===== src/rtl/bcmf_pkg.sv =====
// ----------------------------------------------------------------------------
// bcmf_pkg - shared types and constants for the BUFR/CREX message framer
// Signature and end-marker tables, status codes and the result descriptor
// passed from the step engine to the result emitter.
// ----------------------------------------------------------------------------
package bcmf_pkg;

    // Width of the stream position counter (wraps at this width)
    localparam int POSITION_BITS = 32;
    // Width of the reported message offset
    localparam int OFFSET_BITS   = 32;

    // Result status codes
    localparam logic [1:0] ST_OK        = 2'd0;
    localparam logic [1:0] ST_NO_MSG    = 2'd1;
    localparam logic [1:0] ST_SHORT_LEN = 2'd2;
    localparam logic [1:0] ST_TRUNC     = 2'd3;

    // Input command codes
    localparam logic CMD_DATA = 1'b0;
    localparam logic CMD_EOS  = 1'b1;

    // Signature lengths
    localparam logic [2:0] SIG_LEN_BUFR = 3'd4;
    localparam logic [2:0] SIG_LEN_CREX = 3'd6;

    // One entry of work handed to the emitter: either a single result,
    // or a signature burst expanded from the mode and offset.
    typedef struct packed {
        logic                   burst;
        logic                   mode;
        logic [7:0]             data;
        logic                   first;
        logic                   last;
        logic [1:0]             status;
        logic [OFFSET_BITS-1:0] offset;
    } bcmf_desc_t;

    // Signature length for a format mode
    function automatic logic [2:0] sig_len(input logic mode);
        return mode ? SIG_LEN_CREX : SIG_LEN_BUFR;
    endfunction

    // Signature byte at a given index for a format mode
    function automatic logic [7:0] sig_char(input logic mode, input logic [2:0] idx);
        logic [7:0] ch;
        ch = 8'h00;
        if (mode)
        begin
            unique case (idx)
                3'd0:    ch = "C";
                3'd1:    ch = "R";
                3'd2:    ch = "E";
                3'd3:    ch = "X";
                3'd4:    ch = "+";
                3'd5:    ch = "+";
                default: ch = 8'h00;
            endcase
        end
        else
        begin
            unique case (idx)
                3'd0:    ch = "B";
                3'd1:    ch = "U";
                3'd2:    ch = "F";
                3'd3:    ch = "R";
                default: ch = 8'h00;
            endcase
        end
        return ch;
    endfunction

    // CREX end marker: "++", CR, LF, "7777"
    function automatic logic [7:0] end_char(input logic [2:0] idx);
        logic [7:0] ch;
        unique case (idx)
            3'd0:    ch = "+";
            3'd1:    ch = "+";
            3'd2:    ch = 8'h0D;
            3'd3:    ch = 8'h0A;
            default: ch = "7";
        endcase
        return ch;
    endfunction

endpackage


===== src/rtl/bcmf_if.sv =====
// ----------------------------------------------------------------------------
// bcmf_in_if / bcmf_out_if - valid/ready channels of the message framer
// Input carries stream bytes and commands, output carries framed results.
// ----------------------------------------------------------------------------
interface bcmf_in_if;
    logic       valid;
    logic       ready;
    logic       command;
    logic [7:0] in_byte;

    modport source (output valid, output command, output in_byte, input ready);
    modport sink   (input valid, input command, input in_byte, output ready);
endinterface

interface bcmf_out_if;
    logic        valid;
    logic        ready;
    logic [7:0]  out_byte;
    logic        first_of_message;
    logic        last_of_message;
    logic [1:0]  status;
    logic [31:0] message_offset;

    modport source (output valid, output out_byte, output first_of_message,
                    output last_of_message, output status, output message_offset,
                    input ready);
    modport sink   (input valid, input out_byte, input first_of_message,
                    input last_of_message, input status, input message_offset,
                    output ready);
endinterface


===== src/rtl/bufr_crex_message_framer_core.sv =====
// ----------------------------------------------------------------------------
// bufr_crex_message_framer_core - BUFR/CREX message delimiter
// Hunts a byte stream for message signatures and passes framed messages on.
// ----------------------------------------------------------------------------
// Usage:
//   stream : valid/ready input, one transaction per stream byte (command 0)
//            or an end-of-stream marker (command 1, byte ignored).
//   framed : valid/ready output, one transaction per result: byte, first and
//            last flags, status and the stream offset of the message start.
//   format_mode_we/format_mode_wdata : selects BUFR (0) or CREX (1) framing;
//            write only while the block is idle.
// A result passes the descriptor register, then the output register. One input
// transaction is taken per cycle while the descriptor register can take it; a
// completed signature produces a burst of 4 (BUFR) or 6 (CREX) results from
// the emitter, and input is held off while the burst drains, once per message.
// Reset clears the framing state, the stream position and the format to BUFR
// and empties the output stage. When the receiver stalls, the output register
// and the descriptor register hold one result each, then input ready drops.
// ----------------------------------------------------------------------------
module bufr_crex_message_framer_core
    import bcmf_pkg::*;
(
    input  logic        clk,
    input  logic        rst_n,
    input  logic        format_mode_we,
    input  logic        format_mode_wdata,
    bcmf_in_if.sink     stream,
    bcmf_out_if.source  framed
);

    logic       format_mode_reg;
    logic       desc_valid;
    logic       desc_take;
    bcmf_desc_t desc;

    // Format register
    always_ff @(posedge clk or negedge rst_n)
    begin
        if (!rst_n)
            format_mode_reg <= 1'b0;
        else if (format_mode_we)
            format_mode_reg <= format_mode_wdata;
    end

    bcmf_engine u_engine (
        .clk         (clk),
        .rst_n       (rst_n),
        .format_mode (format_mode_reg),
        .stream      (stream),
        .desc_valid  (desc_valid),
        .desc        (desc),
        .desc_take   (desc_take)
    );

    bcmf_emitter u_emitter (
        .clk        (clk),
        .rst_n      (rst_n),
        .desc_valid (desc_valid),
        .desc       (desc),
        .desc_take  (desc_take),
        .framed     (framed)
    );

endmodule


===== src/rtl/bcmf_engine.sv =====
// ----------------------------------------------------------------------------
// bcmf_engine - per-byte framing step
// Holds the framing state, processes one accepted transaction per cycle and
// registers the resulting descriptor for the emitter.
// ----------------------------------------------------------------------------
module bcmf_engine
    import bcmf_pkg::*;
(
    input  logic              clk,
    input  logic              rst_n,
    input  logic              format_mode,
    bcmf_in_if.sink           stream,
    output logic              desc_valid,
    output bcmf_desc_t        desc,
    input  logic              desc_take
);

    // Phase codes
    localparam logic [1:0] PH_HUNT      = 2'd0;
    localparam logic [1:0] PH_BUFR_HEAD = 2'd1;
    localparam logic [1:0] PH_BUFR_BODY = 2'd2;
    localparam logic [1:0] PH_CREX_BODY = 2'd3;

    localparam logic [23:0] MIN_LEN  = 24'd12;
    localparam logic [23:0] HEAD_END = 24'd8;
    localparam logic [23:0] LEN_MAX  = 24'hFFFFFF;
    localparam logic [7:0]  CH_CR    = 8'h0D;
    localparam logic [7:0]  CH_LF    = 8'h0A;
    localparam logic [7:0]  CH_SEVEN = "7";

    logic [1:0]               phase_reg,  phase_next;
    logic [2:0]               sig_reg,    sig_next;
    logic [2:0]               end_reg,    end_next;
    logic [23:0]              count_reg,  count_next;
    logic [23:0]              dlen_reg,   dlen_next;
    logic [POSITION_BITS-1:0] pos_reg,    pos_next;
    logic [POSITION_BITS-1:0] start_reg,  start_next;
    logic                     desc_valid_reg, desc_valid_next;
    bcmf_desc_t               desc_reg,   desc_next;

    logic                     accept;
    logic                     emit;
    bcmf_desc_t               res;
    logic [7:0]               c;
    logic [2:0]               len;
    logic [2:0]               sm;
    logic [3:0]               g;
    logic [7:0]               t;
    logic                     crlf;
    logic [23:0]              cnt_inc;
    logic [23:0]              dl;

    assign stream.ready = !desc_valid_reg || desc_take;
    assign accept       = stream.valid && stream.ready;
    assign c            = stream.in_byte;
    assign desc_valid   = desc_valid_reg;
    assign desc         = desc_reg;

    // Framing step for one transaction
    always_comb
    begin
        phase_next = phase_reg;
        sig_next   = sig_reg;
        end_next   = end_reg;
        count_next = count_reg;
        dlen_next  = dlen_reg;
        pos_next   = pos_reg;
        start_next = start_reg;
        emit       = 1'b0;
        len        = sig_len(format_mode);
        sm         = 3'd0;
        g          = 4'd0;
        t          = end_char(end_reg);
        crlf       = (c == CH_CR) || (c == CH_LF);
        cnt_inc    = count_reg + 24'd1;
        dl         = dlen_reg;

        res.burst  = 1'b0;
        res.mode   = format_mode;
        res.data   = c;
        res.first  = 1'b0;
        res.last   = 1'b0;
        res.status = ST_OK;
        res.offset = OFFSET_BITS'(start_reg);

        if (stream.command == CMD_EOS)
        begin
            // End of stream: status result, back to hunting, position restarts
            emit     = 1'b1;
            res.data = 8'h00;
            res.last = 1'b1;
            if (phase_reg == PH_HUNT)
            begin
                res.status = ST_NO_MSG;
                res.offset = '0;
            end
            else
            begin
                res.status = ST_TRUNC;
            end
            phase_next = PH_HUNT;
            sig_next   = 3'd0;
            end_next   = 3'd0;
            count_next = 24'd0;
            dlen_next  = 24'd0;
            pos_next   = '0;
        end
        else
        begin
            pos_next = pos_reg + POSITION_BITS'(1);
            unique case (phase_reg)
                PH_HUNT:
                begin
                    // Naive signature match
                    if ((sig_reg < len) && (c == sig_char(format_mode, sig_reg)))
                        sm = sig_reg + 3'd1;
                    else
                        sm = 3'd0;
                    sig_next = sm;
                    if (sm == len)
                    begin
                        emit       = 1'b1;
                        start_next = pos_reg - POSITION_BITS'(len - 3'd1);
                        res.burst  = 1'b1;
                        res.first  = 1'b1;
                        res.offset = OFFSET_BITS'(start_next);
                        sig_next   = 3'd0;
                        end_next   = 3'd0;
                        count_next = 24'(len);
                        dlen_next  = 24'd0;
                        phase_next = format_mode ? PH_CREX_BODY : PH_BUFR_HEAD;
                    end
                end
                PH_BUFR_HEAD:
                begin
                    // Big-endian 24-bit length in bytes 4..6
                    unique case (count_reg[1:0])
                        2'd0:    dl = {c, 16'h0000};
                        2'd1:    dl = dlen_reg | {8'h00, c, 8'h00};
                        2'd2:    dl = dlen_reg | {16'h0000, c};
                        default: dl = dlen_reg;
                    endcase
                    dlen_next  = dl;
                    count_next = cnt_inc;
                    emit       = 1'b1;
                    if (cnt_inc >= HEAD_END)
                    begin
                        if (dl < MIN_LEN)
                        begin
                            res.last   = 1'b1;
                            res.status = ST_SHORT_LEN;
                            phase_next = PH_HUNT;
                            count_next = 24'd0;
                            dlen_next  = 24'd0;
                        end
                        else
                        begin
                            phase_next = PH_BUFR_BODY;
                        end
                    end
                end
                PH_BUFR_BODY:
                begin
                    emit       = 1'b1;
                    count_next = cnt_inc;
                    if (cnt_inc >= dlen_reg)
                    begin
                        res.last   = 1'b1;
                        phase_next = PH_HUNT;
                        count_next = 24'd0;
                        dlen_next  = 24'd0;
                    end
                end
                default:
                begin
                    // CREX end marker with flexible CR/LF run
                    priority if ((t == CH_CR) && crlf)
                        g = {1'b0, end_reg} + 4'd1;
                    else if ((t == CH_LF) && crlf)
                        g = {1'b0, end_reg};
                    else if ((t == CH_LF) && (c == CH_SEVEN))
                        g = {1'b0, end_reg} + 4'd2;
                    else if (c == t)
                        g = {1'b0, end_reg} + 4'd1;
                    else
                        g = 4'd0;
                    end_next = g[2:0];
                    if (count_reg != LEN_MAX)
                        count_next = cnt_inc;
                    emit = 1'b1;
                    if (g[3])
                    begin
                        res.last   = 1'b1;
                        phase_next = PH_HUNT;
                        end_next   = 3'd0;
                        count_next = 24'd0;
                        dlen_next  = 24'd0;
                    end
                end
            endcase
        end

        // Descriptor register handover
        desc_next = desc_reg;
        if (accept && emit)
        begin
            desc_valid_next = 1'b1;
            desc_next       = res;
        end
        else if (desc_take)
        begin
            desc_valid_next = 1'b0;
        end
        else
        begin
            desc_valid_next = desc_valid_reg;
        end
    end

    // State registers
    always_ff @(posedge clk or negedge rst_n)
    begin
        if (!rst_n)
        begin
            phase_reg      <= PH_HUNT;
            sig_reg        <= 3'd0;
            end_reg        <= 3'd0;
            count_reg      <= 24'd0;
            dlen_reg       <= 24'd0;
            pos_reg        <= '0;
            start_reg      <= '0;
            desc_valid_reg <= 1'b0;
        end
        else
        begin
            if (accept)
            begin
                phase_reg <= phase_next;
                sig_reg   <= sig_next;
                end_reg   <= end_next;
                count_reg <= count_next;
                dlen_reg  <= dlen_next;
                pos_reg   <= pos_next;
                start_reg <= start_next;
            end
            desc_valid_reg <= desc_valid_next;
        end
    end

    // Descriptor payload
    always_ff @(posedge clk)
    begin
        desc_reg <= desc_next;
    end

endmodule


===== src/rtl/bcmf_emitter.sv =====
// ----------------------------------------------------------------------------
// bcmf_emitter - result output stage
// Expands signature bursts into one result per cycle while the receiver
// takes them, and holds the output register towards the receiver.
// ----------------------------------------------------------------------------
module bcmf_emitter
    import bcmf_pkg::*;
(
    input  logic              clk,
    input  logic              rst_n,
    input  logic              desc_valid,
    input  bcmf_desc_t        desc,
    output logic              desc_take,
    bcmf_out_if.source        framed
);

    logic                   out_valid_reg,  out_valid_next;
    logic [7:0]             data_reg,       data_next;
    logic                   first_reg,      first_next;
    logic                   last_reg,       last_next;
    logic [1:0]             status_reg,     status_next;
    logic [OFFSET_BITS-1:0] offset_reg,     offset_next;
    logic [2:0]             left_reg,       left_next;
    logic [2:0]             idx_reg,        idx_next;
    logic                   mode_reg,       mode_next;
    logic [OFFSET_BITS-1:0] boff_reg,       boff_next;
    logic                   advance;

    assign advance   = !out_valid_reg || framed.ready;
    assign desc_take = advance && (left_reg == 3'd0) && desc_valid;

    assign framed.valid            = out_valid_reg;
    assign framed.out_byte         = data_reg;
    assign framed.first_of_message = first_reg;
    assign framed.last_of_message  = last_reg;
    assign framed.status           = status_reg;
    assign framed.message_offset   = offset_reg;

    // Next output selection: burst continuation first, then a new descriptor
    always_comb
    begin
        out_valid_next = out_valid_reg;
        data_next      = data_reg;
        first_next     = first_reg;
        last_next      = last_reg;
        status_next    = status_reg;
        offset_next    = offset_reg;
        left_next      = left_reg;
        idx_next       = idx_reg;
        mode_next      = mode_reg;
        boff_next      = boff_reg;
        if (advance)
        begin
            priority if (left_reg != 3'd0)
            begin
                out_valid_next = 1'b1;
                data_next      = sig_char(mode_reg, idx_reg);
                first_next     = 1'b0;
                last_next      = 1'b0;
                status_next    = ST_OK;
                offset_next    = boff_reg;
                idx_next       = idx_reg + 3'd1;
                left_next      = left_reg - 3'd1;
            end
            else if (desc_valid)
            begin
                out_valid_next = 1'b1;
                first_next     = desc.first;
                last_next      = desc.last;
                status_next    = desc.status;
                offset_next    = desc.offset;
                if (desc.burst)
                begin
                    data_next = sig_char(desc.mode, 3'd0);
                    idx_next  = 3'd1;
                    left_next = sig_len(desc.mode) - 3'd1;
                    mode_next = desc.mode;
                    boff_next = desc.offset;
                end
                else
                begin
                    data_next = desc.data;
                end
            end
            else
            begin
                out_valid_next = 1'b0;
            end
        end
    end

    // Control registers
    always_ff @(posedge clk or negedge rst_n)
    begin
        if (!rst_n)
        begin
            out_valid_reg <= 1'b0;
            left_reg      <= 3'd0;
        end
        else
        begin
            out_valid_reg <= out_valid_next;
            left_reg      <= left_next;
        end
    end

    // Payload registers
    always_ff @(posedge clk)
    begin
        data_reg   <= data_next;
        first_reg  <= first_next;
        last_reg   <= last_next;
        status_reg <= status_next;
        offset_reg <= offset_next;
        idx_reg    <= idx_next;
        mode_reg   <= mode_next;
        boff_reg   <= boff_next;
    end

`ifndef NO_ASSERTIONS
    // No new descriptor is taken while a burst is still being expanded
    a_no_take_in_burst: assert property (@(posedge clk) disable iff (!rst_n)
        (left_reg != 3'd0) |-> !desc_take)
        else $error("descriptor taken during signature burst");

    // Burst remainder never exceeds the longest signature
    a_burst_bound: assert property (@(posedge clk) disable iff (!rst_n)
        left_reg <= (SIG_LEN_CREX - 3'd1))
        else $error("burst counter out of range");

    // A message start is a plain, non-final data result
    a_first_ok: assert property (@(posedge clk) disable iff (!rst_n)
        (out_valid_reg && first_reg) |-> ((status_reg == ST_OK) && !last_reg))
        else $error("first result carries an end or status flag");

    // A burst continues into the next output once the current one is taken
    a_burst_continues: assert property (@(posedge clk) disable iff (!rst_n)
        (left_reg != 3'd0 && advance) |=> (out_valid_reg && !first_reg))
        else $error("signature burst interrupted");
`endif

endmodule

===== src/flat_wrapper.sv =====
// flat-port wrapper written by rule: the top's interface ports become plain ports
module bufr_crex_message_framer_core_flat import bcmf_pkg::*;
  (clk, rst_n, format_mode_we, format_mode_wdata, stream_valid, stream_command, stream_in_byte, stream_ready, framed_valid, framed_out_byte, framed_first_of_message, framed_last_of_message, framed_status, framed_message_offset, framed_ready);
  bcmf_in_if stream_i ();
  bcmf_out_if framed_i ();
  input  logic clk;
  input  logic rst_n;
  input  logic format_mode_we;
  input  logic format_mode_wdata;
  input wire logic [$bits(stream_i.valid)-1:0] stream_valid;
  input wire logic [$bits(stream_i.command)-1:0] stream_command;
  input wire logic [$bits(stream_i.in_byte)-1:0] stream_in_byte;
  output wire logic [$bits(stream_i.ready)-1:0] stream_ready;
  output wire logic [$bits(framed_i.valid)-1:0] framed_valid;
  output wire logic [$bits(framed_i.out_byte)-1:0] framed_out_byte;
  output wire logic [$bits(framed_i.first_of_message)-1:0] framed_first_of_message;
  output wire logic [$bits(framed_i.last_of_message)-1:0] framed_last_of_message;
  output wire logic [$bits(framed_i.status)-1:0] framed_status;
  output wire logic [$bits(framed_i.message_offset)-1:0] framed_message_offset;
  input wire logic [$bits(framed_i.ready)-1:0] framed_ready;
  assign stream_i.valid = stream_valid;
  assign stream_i.command = stream_command;
  assign stream_i.in_byte = stream_in_byte;
  assign stream_ready = stream_i.ready;
  assign framed_valid = framed_i.valid;
  assign framed_out_byte = framed_i.out_byte;
  assign framed_first_of_message = framed_i.first_of_message;
  assign framed_last_of_message = framed_i.last_of_message;
  assign framed_status = framed_i.status;
  assign framed_message_offset = framed_i.message_offset;
  assign framed_i.ready = framed_ready;
  bufr_crex_message_framer_core u_core (.clk(clk), .rst_n(rst_n), .format_mode_we(format_mode_we), .format_mode_wdata(format_mode_wdata), .stream(stream_i), .framed(framed_i));
endmodule

===== config.mk =====
export PLATFORM = sky130hd
export DESIGN_NAME = bufr_crex_message_framer_core_flat
export DESIGN_NICKNAME = d
export VERILOG_FILES = /design/src/rtl/bcmf_pkg.sv /design/src/rtl/bcmf_if.sv /design/src/rtl/bufr_crex_message_framer_core.sv /design/src/rtl/bcmf_engine.sv /design/src/rtl/bcmf_emitter.sv /design/src/flat_wrapper.sv
export SDC_FILE = /design/constraint.sdc
export NUM_CORES = 1
export LEC_CHECK = 0
export BUFFER_PORTS_ARGS = -buffer_cell sky130_fd_sc_hd__buf_2
export CORE_MARGIN = 5
export CORE_UTILIZATION = 40
export CTS_CLUSTER_DIAMETER = 50
export DETAILED_ROUTE_END_ITERATION = 10
export SLEW_MARGIN = 20
export SYNTH_ARGS = -nofsm -noshare
export SYNTH_HDL_FRONTEND = slang
export SYNTH_HIERARCHICAL = 1
export SYNTH_SLANG_ARGS = --single-unit

===== constraint.sdc =====
create_clock -name clk -period 4.6 [get_ports clk]
set_input_delay 0.23 -clock clk [delete_from_list [all_inputs] [get_ports clk]]
set_output_delay 0.23 -clock clk [all_outputs]
set_load 0.03 [all_outputs]

# Word-level counts from Yosys, hierarchy flattened
# Index checks and enable logic that the tools add are counted.
[word_totals]
memories = 0
output_inout_bits = 46
register_bits = 251
latchBits = 0
input_bits = 15
ram_bits = 0
word_cells = 203
romBits = 0
[op_classes]
shifts = 0
addsub = 10
eq_ne = 31
n_mux = 87
n_lt_le_gt_ge = 4
n_reduce_logical = 41
bitwise = 5
mul = 0
n_div = 0
[ops]
columns = ["cell", "count"]
rows = [
  ["$mux 24", 15],
  ["$pmux 24 s3", 3],
  ["$mux 32", 6],
  ["$pmux 7 s5", 2],
  ["$mux 8", 7],
  ["$pmux 7 s4", 2],
  ["$mux 3", 17],
  ["$mux 34", 1],
  ["$add 32x1->32 const B", 1],
  ["$eq 8x4->1 const B", 4],
  ["$sub 32x32->32", 1],
  ["$add 24x1->24 const B", 1],
  ["$ge 24x24->1", 1],
  ["$ge 24x4->1 const B", 1],
  ["$lt 24x4->1 const B", 1],
  ["$mux 2", 12],
  ["$mux 4", 6],
  ["$ne 24x24->1 const B", 1],
  ["$or 24x16->24", 1],
  ["$or 24x8->24", 1],
  ["$eq 3x2->1 const B", 6],
  ["$pmux 6 s3", 1],
  ["$eq 8x8->1", 2],
  ["$eq 3x3->1 const B", 4],
  ["other kinds (35)", 81],
]

# Logic depth before layout (Yosys ltp)
[logic_depth]
ltp_word = 17
depth_mapped = 17

# By module
# Netlist, hierarchy kept.
[by_module_without_submodules]
columns = ["module", "cells_each", "area_each_um2", "n_inst"]
rows = [
  ["bcmf_engine", 1161, 10898.0, 1],
  ["bcmf_emitter", 259, 3373.2, 1],
  ["bufr_crex_message_framer_core", 2, 40.0, 1],
]

# Least setup slack after synthesis
# Ideal clock, no wire load.
[synth_timing]
kind = "reg2reg"
startpoint = "reg u_core.u_engine.count_reg[0]"
endpoint = "reg u_core.u_engine.dlen_reg[6]"
path_buffers = 2
path_stages_with_launch = 17
path_slack_ns = 0.488
synth_period_minus_slack_ns = 4.112
required_ns = 4.471
arrival_time_ns = 3.983
cell_sequence = "dfrtp_1 > ha_1 > buf_2 > nand3_1 > nor4_1 > nand3_1 > xnor2_1 > ha_1 > o21a_1 > o21a_1 > o21ai_0 > a31oi_1 > a2111oi_0 > a211oi_4 > buf_4 > a41oi_1 > o22ai_1"
[synth_via]
elab_chain_cells = 9
elab_cells_between_ends = 16
cone_classes = "1 x add/sub; 3 x order compare; 3 x eq/ne; 7 x mux; 2 x reduce/logical"
[synth_lines]
columns = ["item", "line", "rtl"]
rows = [
  ["start, declared", "bcmf_engine.sv:34", "logic [23:0] count_reg, count_next;"],
  ["start signal, assigned", "bcmf_engine.sv:241", "count_reg <= count_next;"],
  ["branches (longest 9 deep; another with $add 24x1->24)", "n/a", ""],
  ["end signal, assigned", "bcmf_engine.sv:242", "dlen_reg <= dlen_next;"],
  ["end, declared", "bcmf_engine.sv:35", "logic [23:0] dlen_reg, dlen_next;"],
]
# Several ways; the timed one is not identified. The select of a mux whose other input is x is not followed.
# A chain may end at the register's enable or synchronous reset.

# Final worst setup path
[layout_timing]
startpoint = "reg u_core.u_engine.count_reg[0]"
endpoint = "reg u_core.u_engine.count_reg[20]"
[layout_via]
elab_chain_cells = 9
elab_cells_between_ends = 20
cone_classes = "1 x add/sub; 3 x order compare; 3 x eq/ne; 10 x mux; 3 x reduce/logical"
[layout_lines]
columns = ["item"]
rows = [
  ["branches (longest 9 deep; another with $add 24x1->24)"],
]
# Several ways; the timed one is not identified. The select of a mux whose other input is x is not followed.

==> reports/metrics.cfg <==
[floorplan]
io-pin-count = 61
fp-row-count = 69
die_w_um = 199
core-area_sq_um = 35500
die_h_um = 199
die_area_sq_um = 39700
initial_core_util = 0.403

[finish]
nNetsFinal = 1531
insertedDiodeCount = 0
largest_reg_flops = 45
layout-drive-gt1-share = 0.153
final.fill_count = 3265
syn_to_final_growth_pct = 13.2

[logic_synthesis]
synthTopCellsByArea = edfxtp_1 (26%), dfrtp_1 (22%), nand2_1 (6.3%)
synth_nets = 1493
ys_seq_area_frac = 0.483
synth-edff-count = 125
synthArstFlopShare = 0.502
synth_area_leader_cell = edfxtp_1
syn_area_sq_um = 14300
synth_cells = 1422
ys.flop_type = dfrtp_1
ys_types = 95
syn_area_per_cell_sq_um = 10.1
ys_seq_elements = 251
yosysTopAreaCellShare = 0.262
yosys_warnings = 6

[pwr]
p_per_area_nw_per_um2 = 517
p_switching_mw = 3.05
swShare = 0.364
p_comb_frac = 0.309
pwr-share-clk = 0.313
pwr-share-seq = 0.378
internal_power_mw = 5.32
ir_worst_vdd_v = 0.000464
power.leakage_nw = 6.50

[clocking]
cts-buffers-inserted = 34
cts_tree = built
root_buffer = clkbuf_16
cts_buffer_depth = 3
htree_num_levels = 2
cts_sinks = 251
clk_pin_slew_ps = 60
insertion_delay_ps = 510

[critical_path]
path_class = reg -> reg
worstPathRequired_ps = 5010
cp-end-kind = register
crit_fanout = 18
start_kind = register
worstPathArrival_ps = 4680

[drt]
via_count = 10700
wl_um = 33000
dr.pass1.iters = 5
post_drt_via_cell_ratio = 5.48
drtIter0Drc = 611
route.detailed.drc = 0
wl_per_cell_um = 17.0
antenna_left = 0

[sta]
setup_ws_ps = 334
relSlewSlack = 0.334
fmaxAchievable_mhz = 234
slew_viol_final = 0
clock_skew_ps = 29.8
report.final.hold_viol_count = 0
fin_crit_sh = 0.927
rsz0062_at_grt = false
period_minus_slack_ps = 4270
finalSetupViolations = 0
finalSetupTns_ps = 0
worstMarginPinSlew_ps = 1000

[placement]
gp_congestion = 0.857
portBuffers = 60
dp_slack_ps = 290
place.detailed.hpwl_um = 22800

[grt]
grt_start_max_net_pins = 127
grt_pass1_vias = 10500
antenna_found_initial = 0
grt_pass1_wl_um = 55000
gr-usage-all-layers = 0.167
overflow = 0

[hold_path]
hold_class = in -> reg

[run]
max_cap_viol_count = 0

[outcome]
status = complete, no violations

[kinds of logic after synthesis]
kind of cell	count (synthesis)	share of synthesized area
buffers and inverters	147	0.0462
multiplexers	40	0.0306
AO/OA/AOI/OAI	297	0.151
XOR/XNOR	70	0.0428
flip-flops	251	0.483
AND/OR/NAND/NOR	561	0.198
adder cells (fa/ha/maj)	56	0.0495
[final cells by class]
type | count | area, sq um | share of cell area
inverters | 53 | 199 | 0.0123
well taps | 461 | 577 | 0.0356
clock inverters | 21 | 231 | 0.0143
flip-flops and latches | 251 | 6910 | 0.426
clock buffers | 41 | 908 | 0.0561
repair buffers | 96 | 606 | 0.0374
multi-input cells | 1024 | 6770 | 0.418
[repair_timing]
action,in CTS,in global routing
hold endpoints to repair,127,0
setup buffers,0,7
endpoints found under the setup margin,0,7
resized for setup,0,0
hold buffers,3,0
[cell usage after synthesis (5+ instances only)]
master     count
a22oi_1       26
xnor2_1       38
o2111ai_1      5
a211oi_1       5
mux2_2        25
o211ai_1      15
o22ai_1       16
xor2_1        32
nand3_1       41
or4_1          6
nor2b_1       31
and2_1         7
o2bb2ai_1     24
or3_1         18
nand4_1       18
buf_6          5
edfxtp_1     125
nor4_1        17
nand2b_1      11
inv_1         50
a31oi_1       11
and3_1        15
dfrtp_1      126
o21a_1         8
nand3b_1       6
or2_2          5
buf_2         22
nor2_1        71
nor3_1        34
a32o_1        10
a21o_1         6
mux2i_1       13
clkbuf_1      51
o21ai_0       62
ha_1          55
buf_4         12
a21oi_1       49
and4_1         5
nand2_1      241
nor3b_1        6
[critical path, stage by stage, from the launching register on]
cell      delay, ps
dfrtp_1         540
nand4_1         300
or4_1           650
nor2_1          160
xor2_1          250
ha_1            290
o21a_1          190
o21a_1          160
o21ai_0         150
a31oi_1          80
a211oi_1        310
a221o_1         470
o21ai_4         230
buf_4           230
o211ai_2        120
[path summary, 6_finish.rpt]
path	end	start	cells after the start	slack, ps
setup / recovery	u_core/u_engine/count_reg[20]$_DFFE_PN0P_	u_core/u_engine/count_reg[0]$_DFFE_PN0P_	14	330
hold / removal	u_core/u_emitter/left_reg[2]$_DFFE_PN0P_	framed_ready	3	120
setup reg to reg	u_core/u_engine/count_reg[20]$_DFFE_PN0P_	u_core/u_engine/count_reg[0]$_DFFE_PN0P_	14	330
hold reg to reg	u_core/u_emitter/boff_reg[17]$_DFFE_PP_	u_core/u_engine/desc[17]$_DFFE_PP_	0	440
max in group asynchronous	u_core/u_engine/start_reg[15]$_DFFE_PN0P_	rst_n	3	3650
min in group asynchronous	u_core/u_engine/dlen_reg[5]$_DFFE_PN0P_	rst_n	3	350
[power by group through the flow]
stage / sequential, mW / combinational (mW) / clock, mW
3_5_place_dp: 3.20 / 2.53 / 0
6_report: 3.16 / 2.59 / 2.62
4_1_cts: 3.16 / 2.55 / 2.68
5_1_grt: 3.21 / 2.88 / 2.79
2_1_floorplan: 3.25 / 1.78 / 0
3_3_place_gp: 3.18 / 2.49 / 0
[per-layer routing]
layer | track usage | routed length [um]
met2 | 0.273 | 15600
met3 | 0.0226 | 1640
met1 | 0.234 | 15100
met5 | 0 | 0
met4 | 0.0466 | 733
[layout by cell type, fill, tap and decap left out, drive strengths merged, types with 13 or more instances in the layout]
cell	count
xnor2	38
a21oi	50
nor2b	31
dfrtp	126
nor2	77
mux2i	13
o22ai	17
mux2	27
inv	54
xor2	32
and3	15
edfxtp	125
nor4	21
buf	93
or3	18
ha	55
a22oi	26
nand4	20
nand3	43
clkbuf	41
o211ai	19
o21ai	72
o2bb2ai	24
nand2	241
nor3	34
[per-stage QoR]
stage	power [mW]	instances	area [sq um]	hold WS, ps	utilization
floorplan	5.03	1422	14300	-65.6	-
global placement	5.68	1874	15000	405	0.421
detailed placement	5.74	1874	15000	401	0.421
CTS	8.39	1939	16100	106	0.454
global route	8.89	1947	16200	121	0.456
finish	8.37	1947	16200	125	0.456
Note: power is estimated with default switching activity, not from simulation.
